[src/design/nrl_pkg.sv]
// shared types, constants and digit pattern functions for the label unit
package nrl_pkg;

  // label styles
  localparam logic [1:0] STYLE_ALPHA_LOWER = 2'd0;
  localparam logic [1:0] STYLE_ALPHA_UPPER = 2'd1;
  localparam logic [1:0] STYLE_ROMAN_LOWER = 2'd2;
  localparam logic [1:0] STYLE_ROMAN_UPPER = 2'd3;

  localparam int FIELD_W = 16;
  localparam logic [15:0] ROMAN_MAX = 16'd3999;

  // reciprocal constants, quotient = (n * RECIP) >> RECIP_SHIFT
  localparam int RECIP_SHIFT = 20;
  localparam logic [16:0] RECIP_ALPHA = 17'd40330;  // ceil(2^20 / 26)
  localparam logic [16:0] RECIP_DEC = 17'd104858;   // ceil(2^20 / 10)

  // roman mark codes within a digit group
  localparam logic [1:0] MARK_ONE = 2'd0;
  localparam logic [1:0] MARK_FIVE = 2'd1;
  localparam logic [1:0] MARK_TEN = 2'd2;

  // roman group indexes, most significant first
  localparam logic [1:0] GRP_THOUSANDS = 2'd0;
  localparam logic [1:0] GRP_HUNDREDS = 2'd1;
  localparam logic [1:0] GRP_TENS = 2'd2;
  localparam logic [1:0] GRP_UNITS = 2'd3;

  // ascii characters
  localparam logic [6:0] CH_LOWER_A = 7'h61;
  localparam logic [6:0] CH_I = 7'h69;
  localparam logic [6:0] CH_V = 7'h76;
  localparam logic [6:0] CH_X = 7'h78;
  localparam logic [6:0] CH_L = 7'h6C;
  localparam logic [6:0] CH_C = 7'h63;
  localparam logic [6:0] CH_D = 7'h64;
  localparam logic [6:0] CH_M = 7'h6D;
  localparam logic [6:0] CH_NUL = 7'h00;
  localparam logic [6:0] CASE_OFFSET = 7'd32;

  typedef struct packed {
    logic [1:0]  command;
    logic [15:0] value;
  } in_t;

  typedef struct packed {
    logic [6:0] character;
    logic       last;
    logic       error;
  } out_t;

  typedef enum logic [2:0] {
    ST_IDLE,
    ST_DIV,
    ST_REM,
    ST_EMIT,
    ST_ERR
  } state_t;

  // controller to datapath
  typedef struct packed {
    logic load;
    logic div;
    logic rem;
    logic advance;
  } dp_cmd_t;

  // datapath to controller
  typedef struct packed {
    logic is_err;
    logic done;
    logic empty;
    logic last;
  } dp_status_t;

  // number of marks a roman digit takes
  function automatic logic [2:0] pat_len(input logic [4:0] d);
    logic [2:0] len;
    case (d)
      5'd0: len = 3'd0;
      5'd1: len = 3'd1;
      5'd2: len = 3'd2;
      5'd3: len = 3'd3;
      5'd4: len = 3'd2;
      5'd5: len = 3'd1;
      5'd6: len = 3'd2;
      5'd7: len = 3'd3;
      5'd8: len = 3'd4;
      5'd9: len = 3'd2;
      default: len = 3'd0;
    endcase
    return len;
  endfunction

  // mark at position j of a roman digit
  function automatic logic [1:0] pat_mark(input logic [4:0] d, input logic [1:0] j);
    logic [1:0] m;
    case (d)
      5'd4: m = (j == 2'd0) ? MARK_ONE : MARK_FIVE;
      5'd5: m = MARK_FIVE;
      5'd6, 5'd7, 5'd8: m = (j == 2'd0) ? MARK_FIVE : MARK_ONE;
      5'd9: m = (j == 2'd0) ? MARK_ONE : MARK_TEN;
      default: m = MARK_ONE;
    endcase
    return m;
  endfunction

  // lower case letter for a mark of a group
  function automatic logic [6:0] roman_char(input logic [1:0] g, input logic [1:0] m);
    logic [6:0] ch;
    case (g)
      GRP_THOUSANDS: ch = CH_M;
      GRP_HUNDREDS: ch = (m == MARK_ONE) ? CH_C : ((m == MARK_FIVE) ? CH_D : CH_M);
      GRP_TENS: ch = (m == MARK_ONE) ? CH_X : ((m == MARK_FIVE) ? CH_L : CH_C);
      GRP_UNITS: ch = (m == MARK_ONE) ? CH_I : ((m == MARK_FIVE) ? CH_V : CH_X);
      default: ch = CH_NUL;
    endcase
    return ch;
  endfunction

endpackage

[src/design/nrl_ctrl.sv]
// controller state machine for the label unit
module nrl_ctrl (
  input  logic                clk,
  input  logic                rst,
  input  logic                in_valid,
  output logic                in_stall,
  output logic                out_valid,
  input  logic                out_stall,
  input  nrl_pkg::dp_status_t status,
  output nrl_pkg::dp_cmd_t    cmd
);
  import nrl_pkg::*;

  state_t state, state_next;

  // state register
  always_ff @(posedge clk) begin
    if (rst) begin
      state <= ST_IDLE;
    end else begin
      state <= state_next;
    end
  end

  // next state and commands
  always_comb begin
    state_next = state;
    cmd = '0;
    in_stall = 1'b1;
    out_valid = 1'b0;
    case (state)
      ST_IDLE: begin
        in_stall = 1'b0;
        if (in_valid) begin
          cmd.load = 1'b1;
          state_next = status.is_err ? ST_ERR : ST_DIV;
        end
      end
      ST_DIV: begin
        cmd.div = 1'b1;
        state_next = ST_REM;
      end
      ST_REM: begin
        cmd.rem = 1'b1;
        state_next = status.done ? ST_EMIT : ST_DIV;
      end
      ST_EMIT: begin
        out_valid = !status.empty;
        // empty roman groups are stepped over without a transfer
        if (status.empty) begin
          cmd.advance = 1'b1;
        end else if (!out_stall) begin
          cmd.advance = 1'b1;
          if (status.last) begin
            state_next = ST_IDLE;
          end
        end
      end
      ST_ERR: begin
        out_valid = 1'b1;
        if (!out_stall) begin
          state_next = ST_IDLE;
        end
      end
      default: begin
        state_next = ST_IDLE;
      end
    endcase
  end

endmodule

[src/design/nrl_datapath.sv]
// digit extraction by reciprocal multiply and character generation
module nrl_datapath #(
  parameter int VALUE_WIDTH = 16
) (
  input  logic                clk,
  input  nrl_pkg::in_t        in_data,
  input  nrl_pkg::dp_cmd_t    cmd,
  output nrl_pkg::dp_status_t status,
  output nrl_pkg::out_t       out_data
);
  import nrl_pkg::*;

  localparam int EFF_W = (VALUE_WIDTH < FIELD_W) ? VALUE_WIDTH : FIELD_W;
  localparam logic [FIELD_W-1:0] VMASK = FIELD_W'((33'd1 << EFF_W) - 33'd1);

  logic              roman;
  logic              upper;
  logic              err;
  logic [15:0]       n;
  logic [15:0]       q;
  logic [1:0]        ndig;
  logic [1:0]        g;
  logic [1:0]        j;
  logic [4:0]        digits [4];

  logic [15:0]       val;
  logic              in_roman;
  logic [32:0]       prod;
  logic [15:0]       qd;
  logic [15:0]       rem_full;
  logic [4:0]        d;
  logic [2:0]        len;
  logic              grp_end;
  logic              later_empty;
  logic [6:0]        lower_ch;
  logic [6:0]        ch;
  logic              last;

  // input value after width mask, error check
  assign val = in_data.value & VMASK;
  assign in_roman = in_data.command[1];
  assign status.is_err = (val == '0) || (in_roman && (val > ROMAN_MAX));

  // quotient by reciprocal, remainder by shift-add of the registered quotient
  assign prod = {17'd0, n} * {16'd0, (roman ? RECIP_DEC : RECIP_ALPHA)};
  assign qd = roman ? ((q << 3) + (q << 1)) : ((q << 4) + (q << 3) + (q << 1));
  assign rem_full = n - qd;
  assign status.done = roman ? (ndig == 2'd2) : (q == '0);

  // current digit and roman group shape
  assign d = digits[g];
  assign len = pat_len(d);
  assign grp_end = ({1'b0, j} == (len - 3'd1));
  always_comb begin
    case (g)
      GRP_THOUSANDS: later_empty = (digits[1] == '0) && (digits[2] == '0) && (digits[3] == '0);
      GRP_HUNDREDS: later_empty = (digits[2] == '0) && (digits[3] == '0);
      GRP_TENS: later_empty = (digits[3] == '0);
      default: later_empty = 1'b1;
    endcase
  end
  assign status.empty = roman && (len == 3'd0);

  // character and last mark
  assign lower_ch = roman ? roman_char(g, pat_mark(d, j)) : (CH_LOWER_A + {2'd0, d});
  assign ch = upper ? (lower_ch - CASE_OFFSET) : lower_ch;
  assign last = roman ? (grp_end && later_empty) : (g == 2'd0);
  assign status.last = last;

  // result payload
  always_comb begin
    if (err) begin
      out_data.character = CH_NUL;
      out_data.last = 1'b1;
      out_data.error = 1'b1;
    end else begin
      out_data.character = ch;
      out_data.last = last;
      out_data.error = 1'b0;
    end
  end

  // working registers
  always_ff @(posedge clk) begin
    if (cmd.load) begin
      roman <= in_roman;
      upper <= in_data.command[0];
      err <= status.is_err;
      n <= in_roman ? val : (val - 16'd1);
      ndig <= '0;
      g <= GRP_THOUSANDS;
      j <= '0;
    end
    if (cmd.div) begin
      q <= {3'd0, prod[32:RECIP_SHIFT]};
    end
    if (cmd.rem) begin
      ndig <= ndig + 2'd1;
      if (roman) begin
        digits[2'd3 - ndig] <= rem_full[4:0];
        n <= q;
        if (ndig == 2'd2) begin
          digits[0] <= q[4:0];
        end
      end else begin
        digits[ndig] <= rem_full[4:0];
        n <= q - 16'd1;
        g <= ndig;
      end
    end
    if (cmd.advance) begin
      if (!roman) begin
        g <= g - 2'd1;
      end else if (status.empty || grp_end) begin
        g <= g + 2'd1;
        j <= '0;
      end else begin
        j <= j + 2'd1;
      end
    end
  end

endmodule

[src/design/number_to_roman_or_alpha_label_unit.sv]
// number to roman or alpha label unit, one ascii character per output transfer
// alpha: a divide and remainder step per letter, then one letter per transfer
// roman: divide and remainder steps per decimal digit, then the marks, empty groups skipped
// one item at a time, on the shared reciprocal divider; at most one char per cycle while out_stall is low
// error items present their single result in the cycle after acceptance
// synchronous active high reset returns the controller to idle
module number_to_roman_or_alpha_label_unit #(
  parameter int VALUE_WIDTH = 16
) (
  input  logic          clk,
  input  logic          rst,
  input  logic          in_valid,
  output logic          in_stall,
  input  nrl_pkg::in_t  in_data,
  output logic          out_valid,
  input  logic          out_stall,
  output nrl_pkg::out_t out_data
);
  import nrl_pkg::*;

  dp_cmd_t    cmd;
  dp_status_t status;

  // sequencer
  nrl_ctrl u_ctrl (
    .clk       (clk),
    .rst       (rst),
    .in_valid  (in_valid),
    .in_stall  (in_stall),
    .out_valid (out_valid),
    .out_stall (out_stall),
    .status    (status),
    .cmd       (cmd)
  );

  // digit and character datapath
  nrl_datapath #(
    .VALUE_WIDTH (VALUE_WIDTH)
  ) u_datapath (
    .clk      (clk),
    .in_data  (in_data),
    .cmd      (cmd),
    .status   (status),
    .out_data (out_data)
  );

endmodule

[config.mk]
export PLATFORM = sky130hd
export DESIGN_NAME = number_to_roman_or_alpha_label_unit
export DESIGN_NICKNAME = d
export VERILOG_FILES = /design/src/design/nrl_pkg.sv /design/src/design/nrl_ctrl.sv /design/src/design/nrl_datapath.sv /design/src/design/number_to_roman_or_alpha_label_unit.sv
export SDC_FILE = /design/constraint.sdc
export NUM_CORES = 1
export LEC_CHECK = 0
export ABC_AREA = 1
export BUFFER_PORTS_ARGS = -buffer_cell sky130_fd_sc_hd__buf_2
export CAP_MARGIN = 20
export CORE_ASPECT_RATIO = 0.75
export CORE_MARGIN = 8
export CORE_UTILIZATION = 55
export CTS_CLUSTER_DIAMETER = 150
export DETAILED_ROUTE_END_ITERATION = 7
export GPL_ROUTABILITY_DRIVEN = 0
export PLACE_DENSITY = 0.75
export SETUP_SLACK_MARGIN = 0.15
export SYNTH_ARGS = -nofsm -noshare
export SYNTH_HDL_FRONTEND = slang
export SYNTH_SLANG_ARGS = --single-unit
[constraint.sdc]
create_clock -name clk -period 17.3 [get_ports clk]
set_input_delay 1.73 -clock clk [delete_from_list [all_inputs] [get_ports clk]]
set_output_delay 1.73 -clock clk [all_outputs]
set_load 0.02 [all_outputs]
==> results of run 1 <==
-- layout make-up --
cell class,count,area [um^2],area share [%]
clock buffers,9,225,2.19
clock inverters,7,75.1,0.732
inverters,276,1040,10.1
multi-input cells,799,6710,65.4
flip-flops and latches,61,1760,17.2
well taps,215,269,2.62
repair buffers,34,179,1.74
-- worst reg2reg max path: cells and delay by family, from the launching register on --
family	cells	cell delay, ps
adders and majority gates	7	3310
and+or+nand+nor	4	1040
buffers and inverters	5	670
xor gates and xnor gates	1	160
AOI/OAI and AO/OA	2	340
DFF	1	330
-- state kept, by name, summed over array words and instances, names as in the netlist --
register and count:
u_ctrl.state 3, u_datapath.digits 20, u_datapath.err 1, u_datapath.g 2
u_datapath.j 2, u_datapath.n 16, u_datapath.ndig 2, u_datapath.q 13
u_datapath.roman 1, u_datapath.upper 1
-- worst max-delay path by stage --
stage	startpoint	endpoint	slack, ps	cells after the start
6_report	u_datapath.roman$_DFFE_PP_	u_datapath.q[11]$_DFFE_PP_	11200	19
5_1_grt	u_datapath.roman$_DFFE_PP_	u_datapath.q[12]$_DFFE_PP_	10930	22
4_1_cts	u_datapath.roman$_DFFE_PP_	u_datapath.q[11]$_DFFE_PP_	11310	19
3_5_place_dp	u_datapath.roman$_DFFE_PP_	u_datapath.q[11]$_DFFE_PP_	11310	19
3_3_place_gp	u_datapath.roman$_DFFE_PP_	u_datapath.q[12]$_DFFE_PP_	11490	22
2_1_floorplan	u_datapath.roman$_DFFE_PP_	u_datapath.q[11]$_DFFE_PP_	11480	21
-- cells by family after synthesis --
| logic type | share of synthesized area, % |
|---|---|
| compound gates | 8.23 |
| xor+xnor | 2.84 |
| fa+ha+maj | 42.2 |
| buf+inv | 11.5 |
| flops | 18.4 |
| simple gates | 16.8 |
-- layer usage --
layer | vias up | wire length (um)
li1 | 3729 | -
met4 | 0 | 299
met1 | 3617 | 11100
met2 | 258 | 9610
met5 | - | 0
met3 | 22 | 1670
-- layout by cell type, fill, tap and decap left out, types with 3 or more instances in the layout --
master     instances
a21o_1             3
inv_1            272
o21a_1             3
xor2_1            19
nand2_1          170
a21oi_1           46
a31oi_1           13
o211ai_1           3
inv_2              3
nor2_2             3
o21ai_0           52
ha_1             168
nor3_1            14
fa_1              97
edfxtp_1          54
nand2_4            3
buf_2             32
xnor2_1           12
nand3b_1           3
o21ai_1            5
nand3_2            5
nor2_1            88
clkinv_4           3
nand3_1           41
nand2_2           12
clkbuf_16          9
dfxtp_1            7
nand4_1            8
or2_2              3
nor4_1            10
a21oi_2            3
-- metrics by stage --
stage	setup slack, ps	area [um^2]	utilization (%)	std cells
floorplan	11480	9580	-	1148
global placement	11490	9950	58.8	1384
detailed placement	11310	9950	58.8	1384
CTS	11310	10300	60.6	1400
global route	10930	10300	60.6	1401
finish	11200	10300	60.6	1401
==> flow_summary.ini, run 1 <==
[job]
drv_cap = 0

[synthesis]
synth-edff-count = 54
synthTopCellsByCount = inv_1 (272), nand2_1 (170), ha_1 (168), fa_1 (97), nor2_1 (88)
synth_warnings = 0
synthFlopType = edfxtp_1
ys_seq_area_share_pct = 18.4
synthArstFlopShare_pct = 0
syn_avg_cell_area_um2 = 8.34
synthesis.instances = 1148
syn_area_um2 = 9580
synth-seq-cells = 61
synth_nets = 1435
yosysMostFrequentCell = inv_1
post-synth-top-area-fraction_pct = 22.0
yosys.area.top_type = ha_1
yosys.cell_types.count = 47
synth_area_leaders = ha_1 (22%), fa_1 (20%), edfxtp_1 (17%), inv_1 (11%), nand2_1 (6.7%)

[timing]
fin_crit_sh_pct = 35.3
finalHoldViolCount = 0
grt_setup_unrepaired = false
hold_slack_ps = 522
clock.fmax_mhz = 164
maxSlewHeadroom_pct = 53.4
tns_ps = 0
fin_skew_ps = 7.30
layout_min_cycle_time_ps = 6100
drv_slew = 0
setup_viol = 0
worstMarginPinSlew_ps = 692

[detailed_routing]
vias = 7626
wl_um = 22700
drc = 0
ant_nets = 0
wl_per_cell_um = 16.2
drt_pass1_iterations = 5
drtIter0Drc = 670
viasPerCell = 5.44

[critical_path]
cp.required_ps = 17380
rr_worst_depth = 19
critPathLaunchType = flip-flop
crit_type = flip-flop to flip-flop
critPathTopFamily = adder cells
cp_slowest_cell = fa_1
regToRegEndpoint = u_datapath.q[11]$_DFFE_PP_
max_stage_delay_ps = 550
endpoint_kind = flip-flop
cpMostUsedCell = fa_1
crit_buf_inv = 5
crit_arrival_ps = 6180
r2r-start = u_datapath.roman$_DFFE_PP_
crit_fanout = 49
r2r_slack_ps = 11200
path_cells = buf_4 -> nor2_1 -> fa_1 -> inv_1 -> fa_1 -> inv_1 -> fa_1 -> fa_1 -> fa_1 -> inv_1 -> fa_1 -> inv_1 -> ha_1 -> nand2_1 -> nor4_1 -> o211ai_1 -> nand3_1 -> a31oi_1 -> xor2_1

[worst_hold_path]
hp-start = u_datapath.j[1]$_DFF_P_
min_path_type = flip-flop to flip-flop
whs_path_depth = 2
min_to = u_datapath.j[1]$_DFF_P_

[cts]
cts-root-buf = clkbuf_16
cts_setup_buffers = 0
holdBufCountCts = 0
cts.sinks = 61
clk_pin_slew_ps = 60
htreeDepth = 3
cts_tree = yes
worstSkewPairLatency_ps = 330
cts_made_buffers = 9
cts.path.max_buffers = 2
post_cts_resized = 0

[floorplan]
core_area_um2 = 16900
die_x_um = 168
dieHeight_um = 130
die_area_um2 = 21900
initial_core_util_pct = 56.6
io_pins = 33
rows = 41

[finish]
drive_above_1_share_pct = 7.42
antenna_cells = 0
syn2layout_area_growth_pct = 7.17
nets = 1468
n_fill_cell = 1513

[grt]
use_met3_pct = 4.50
use_met2_pct = 33.1
antenna_found_initial = 0
busiest_layer = met2
grt_usage_pct = 21.6
grt_pass1_wl_um = 37400
globalRouteMet1Util_pct = 31.2
grt_max_degree = 50
overflow = 0
grt_pass1_vias = 7388

[run_status]
status = complete, no violations

[placement]
dp_hpwl_um = 19200
io_buffers = 32
Power of run 1 is left out: the tool's default activity adds up to more than one toggle a clock period on the data nets, which glitch-free logic cannot reach.
==> inputs of run 2 (changes only) <==
--- a/config.mk
+++ b/config.mk
@@ -14,7 +14,7 @@
 export CTS_CLUSTER_DIAMETER = 150
 export DETAILED_ROUTE_END_ITERATION = 7
 export GPL_ROUTABILITY_DRIVEN = 0
-export PLACE_DENSITY = 0.75
+export PLACE_DENSITY = 0.78
 export SETUP_SLACK_MARGIN = 0.15
 export SYNTH_ARGS = -nofsm -noshare
 export SYNTH_HDL_FRONTEND = slang
==> constraint.sdc (replaced) <==
create_clock -name clk -period 5.5 [get_ports clk]
set_input_delay 0.55 -clock clk [delete_from_list [all_inputs] [get_ports clk]]
set_output_delay 0.55 -clock clk [all_outputs]
set_load 0.02 [all_outputs]
==> run 2 against run 1 <==
Critical path depth is 4 higher. Register-to-register slack got worse by 11000 ps. Via count grew 5.3%. Worst hold slack got worse by 140 ps. Non-clock buffer count increased by 40. Final cell count rose by 2.9%. Setup slack got worse by 11000 ps. Wire length up 12%. Largest cell class unchanged.
==> flow_summary.ini, run 2 (same netlist as run 1, synthesis figures left out) <==
[run_status]
status = complete, no violations

[floorplan]
dieHeight_um = 130
initial_core_util_pct = 56.6
die_x_um = 168
rows = 41
io_pins = 33
core_area_um2 = 16900
die_area_um2 = 21900

[cts]
clk_pin_slew_ps = 60
htreeDepth = 3
cts.sinks = 61
cts.path.max_buffers = 2
cts_tree = yes
cts_made_buffers = 9
holdBufCountCts = 0
cts-root-buf = clkbuf_16
worstSkewPairLatency_ps = 340

[timing]
setup_viol = 0
grt_setup_unrepaired = true
fin_crit_sh_pct = 98.9
finalHoldViolCount = 0
maxSlewHeadroom_pct = 51.6
tns_ps = 0
fin_skew_ps = 7.23
worstMarginPinSlew_ps = 718
layout_min_cycle_time_ps = 5440
clock.fmax_mhz = 184
drv_slew = 0

[finish]
regArea_um2 = 1760
multi_input_area_um2 = 7140
final_cell_mix = inv_1 (262), nand2_1 (158), ha_1 (152)
antenna_cells = 0
final_common_cell = inv_1
largest_register_ffs = 20
n_fill_cell = 1335
final_util_pct = 65.4
regMostFlops = u_datapath.digits
nets = 1508
syn2layout_area_growth_pct = 15.7
top_regs = u_datapath.digits: 20 flops, u_datapath.n: 16 flops, u_datapath.q: 13 flops
drive_above_1_share_pct = 17.2
stdcell_count = 1441

[detailed_routing]
ant_nets = 0
viasPerCell = 5.57
wl_um = 25400
drtIter0Drc = 675
drc = 0
vias = 8031
wl_per_cell_um = 17.6
drt_pass1_iterations = 5

[critical_path]
crit_fanout = 6
crit_buf_inv = 6
crit_type = flip-flop to flip-flop
startpoint = u_datapath.roman$_DFFE_PP_
crit_arrival_ps = 5530
critPathTopFamily = adder cells
critPathLaunchType = flip-flop
cp_slowest_cell = fa_1
endpoint_kind = flip-flop
cp.required_ps = 5590
cpMostUsedCell = fa_1
path_cells = buf_6 -> buf_12 -> nor2_4 -> fa_1 -> fa_1 -> inv_1 -> fa_1 -> inv_1 -> fa_1 -> fa_1 -> inv_2 -> fa_1 -> inv_1 -> ha_4 -> nand2_1 -> nand2_1 -> a31oi_2 -> o21ai_2 -> nand2_1 -> nand3_4 -> nand2_2 -> nand3_2 -> xor2_1
max_stage_delay_ps = 540
r2r-start = u_datapath.roman$_DFFE_PP_

[placement]
dp_hpwl_um = 20000
io_buffers = 32
place_inst = 1406

[worst_hold_path]
min_path_type = primary input to flip-flop
hp-start = rst

[job]
drv_cap = 0

[grt]
grt_usage_pct = 22.9
grt_max_degree = 22
antenna_found_initial = 0
grt_pass1_wl_um = 39100
overflow = 0
grt_pass1_vias = 7727
[run 2: what timing repair did]
item                                    in CTS  in global routing
endpoints found under the setup margin      10                 13
cloned                                       1                  0
pin swaps                                   13                 48
resized for setup                           25                 75
setup buffers                                5                 13
[run 2: per-layer routing]
metal  vias up  GRT usage (%)  share of wire [%]
met5         -              0                  0
met4         0           7.07                2.2
met3        40           4.89                8.9
met2       335           35.3                 46
met1      3842           31.9                 43
li1       3814              -                  -
[run 2: worst register-to-register path, stage by stage, from the launching register on]
cell,delay [ps]
edfxtp_1,370
buf_6,110
buf_12,120
nor2_4,50
fa_1,450
fa_1,520
inv_1,60
fa_1,530
inv_1,80
fa_1,500
fa_1,540
inv_2,40
fa_1,530
inv_1,60
ha_4,260
nand2_1,60
nand2_1,100
a31oi_2,190
o21ai_2,110
nand2_1,120
nand3_4,110
nand2_2,90
nand3_2,60
xor2_1,140
[run 2: worst paths after layout]
| path | to | slack, ps | depth (start not counted) |
|---|---|---|---|
| setup / recovery | u_datapath.q[12]$_DFFE_PP_ | 60 | 23 |
| hold / removal | u_ctrl.state[2]$_SDFFE_PP0P_ | 390 | 2 |
| setup reg to reg | u_datapath.q[12]$_DFFE_PP_ | 60 | 23 |
| hold reg to reg | u_datapath.j[1]$_DFF_P_ | 530 | 2 |
[run 2: layout make-up]
cell class | count | area share, %
sequential | 61 | 15.9
clock buffer | 10 | 2.16
inverter | 276 | 9.38
timing repair buffer | 74 | 4.77
multi-input combinational | 799 | 64.5
clock inverter | 6 | 0.847
tap | 215 | 2.43
[run 2: per-stage QoR]
| step | hold WS, ps | instance area, um^2 | setup WS, ps |
|---|---|---|---|
| after floorplan | 477 | 9650 | 164 |
| after global placement | 504 | 10200 | 115 |
| after detailed placement | 519 | 10200 | -18.2 |
| after CTS | 375 | 10700 | 155 |
| after global routing | 382 | 11100 | -99.8 |
| final | 386 | 11100 | 60.6 |
Power of run 2 is left out for the same reason.
==> inputs of run 3 (changes only) <==
--- a/config.mk
+++ b/config.mk
@@ -11,6 +11,7 @@
 export CORE_ASPECT_RATIO = 0.75
 export CORE_MARGIN = 8
 export CORE_UTILIZATION = 55
+export CTS_BUF_LIST = sky130_fd_sc_hd__clkbuf_8
 export CTS_CLUSTER_DIAMETER = 150
 export DETAILED_ROUTE_END_ITERATION = 7
 export GPL_ROUTABILITY_DRIVEN = 0
==> run 3 against run 2 <==
Clock skew up 4.1 ps. Global-route usage is 0.27 points lower. Sequential share of layout area increased by 0.27 points. Non-clock buffer count shrank 8. Clock-buffer cell count unchanged. Cell area decreased by 1.7%. Utilization shrank 1.1 points. Setup slack improved by 19 ps. Largest cell class unchanged. Highest routed layer unchanged.
==> flow_summary.ini, run 3 (same netlist as run 1, synthesis figures left out) <==
[floorplan]
core_area_um2 = 16900
initial_core_util_pct = 56.6
die_area_um2 = 21900
io_pins = 33
rows = 41
die_x_um = 168
dieHeight_um = 130

[critical_path]
rr_worst_depth = 21
r2r_slack_ps = 80
crit_type = flip-flop to flip-flop
cp-endpoint = u_datapath.q[12]$_DFFE_PP_
startpoint = u_datapath.roman$_DFFE_PP_
cp.required_ps = 5620
crit_arrival_ps = 5540
critPathLaunchType = flip-flop
crit_fanout = 7
regToRegEndpoint = u_datapath.q[12]$_DFFE_PP_
endpoint_kind = flip-flop
r2r-start = u_datapath.roman$_DFFE_PP_

[timing]
setup_viol = 0
worstMarginPinSlew_ps = 701
grt_setup_unrepaired = true
fin_skew_ps = 11.3
clock.fmax_mhz = 184
fin_crit_sh_pct = 98.6
maxSlewHeadroom_pct = 52.7
finalHoldViolCount = 0
drv_slew = 0
setup_ws_ps = 79.5
layout_min_cycle_time_ps = 5420

[worst_hold_path]
min_path_type = primary input to flip-flop

[detailed_routing]
ant_nets = 0
vias = 7900
drc = 0
drtIter0Drc = 772
wl_um = 24500
drt_pass1_iterations = 6
viasPerCell = 5.51
wl_per_cell_um = 17.1

[placement]
io_buffers = 32
place_ws_ps = -18.2
place_inst = 1406
dp_hpwl_um = 20000

[cts]
worstSkewPairLatency_ps = 370
cts_tree = yes
holdBufCountCts = 0
clk_pin_slew_ps = 80
cts.path.max_buffers = 2
cts-root-buf = clkbuf_8
cts.sinks = 61
htreeDepth = 3
cts_made_buffers = 9

[grt]
antenna_found_initial = 0
grt_pass1_vias = 7642
overflow = 0
grt_max_degree = 22
grt_pass1_wl_um = 38700
grt_usage_pct = 22.6

[finish]
drive_above_1_share_pct = 15.4
largest_register_ffs = 20
antenna_cells = 0
regMostFlops = u_datapath.digits
final_cell_mix = inv_1 (268), nand2_1 (161), ha_1 (154)
stdcell_count = 1433
syn2layout_area_growth_pct = 13.7
nets = 1500
final_common_cell = inv_1
n_fill_cell = 1395
top_regs = u_datapath.digits: 20 flops, u_datapath.n: 16 flops, u_datapath.q: 13 flops

[run_status]
status = complete, no violations

[job]
drv_cap = 0
run 3: cell types whose count changed in the layout (fill, tap and decap cells not counted), sizes merged:
cell	delta
buf	-8
run 3: worst min path at each step:
stage	startpoint	to	depth (start not counted)
3_3_place_gp	u_datapath.j[1]$_DFF_P_	u_datapath.j[1]$_DFF_P_	2
3_5_place_dp	u_datapath.j[0]$_DFF_P_	u_datapath.j[0]$_DFF_P_	1
6_report	rst	u_ctrl.state[2]$_SDFFE_PP0P_	2
4_1_cts	rst	u_ctrl.state[2]$_SDFFE_PP0P_	2
5_1_grt	rst	u_ctrl.state[2]$_SDFFE_PP0P_	2
2_1_floorplan	u_datapath.j[0]$_DFF_P_	u_datapath.j[0]$_DFF_P_	1
run 3: cell type report:
class                      instances  area, um^2  area share [%]
multi-input combinational        799        7120            65.4
sequential                        61        1760            16.2
inverter                         276        1040            9.54
timing repair buffer              66         464            4.26
tap                              215         269            2.47
clock buffer                      10         138            1.26
clock inverter                     6        93.8           0.862
run 3: stage by stage:
step / util [%] / instance area [um^2] / hold slack (ps) / setup TNS [ps]
4_1_cts: 62.7 / 10600 / 340 / 0
2_1_floorplan: - / 9650 / 477 / 0
5_1_grt: 64.3 / 10900 / 357 / -361
3_3_place_gp: 60.1 / 10200 / 504 / 0
6_report: 64.3 / 10900 / 360 / 0
3_5_place_dp: 60.1 / 10200 / 519 / -18.2
run 3: critical path, stage by stage, from the launching register on:
cell      delay, ps
edfxtp_1        380
buf_6           120
buf_12          120
buf_6           100
nor2_4           30
fa_1            530
inv_1            50
fa_1            480
inv_2            40
fa_2            540
fa_2            460
fa_1            490
fa_1            600
ha_4            230
a21o_1          210
a31oi_2         170
o21ai_2         100
nand2_1         120
nand3_4         120
nand2_2          90
nand3_2          60
xor2_1          140
run 3: per-layer routing:
layer | wire [um] | share of wire, % | track usage, % | up-vias
li1 | - | - | - | 3805
met1 | 10800 | 44 | 31.8 | 3784
met2 | 11100 | 45 | 34.9 | 277
met3 | 2160 | 8.8 | 5.19 | 34
met4 | 476 | 1.9 | 5.60 | 0
met5 | 0 | 0 | 0 | -
run 3: repair_timing:
item / 4_1_cts / 5_1_grt
pin swaps: 13 / 35
setup endpoints to repair: 10 / 13
cloned: 1 / 0
setup buffers: 5 / 5
resized for setup: 24 / 59
Power of run 3 is left out for the same reason.
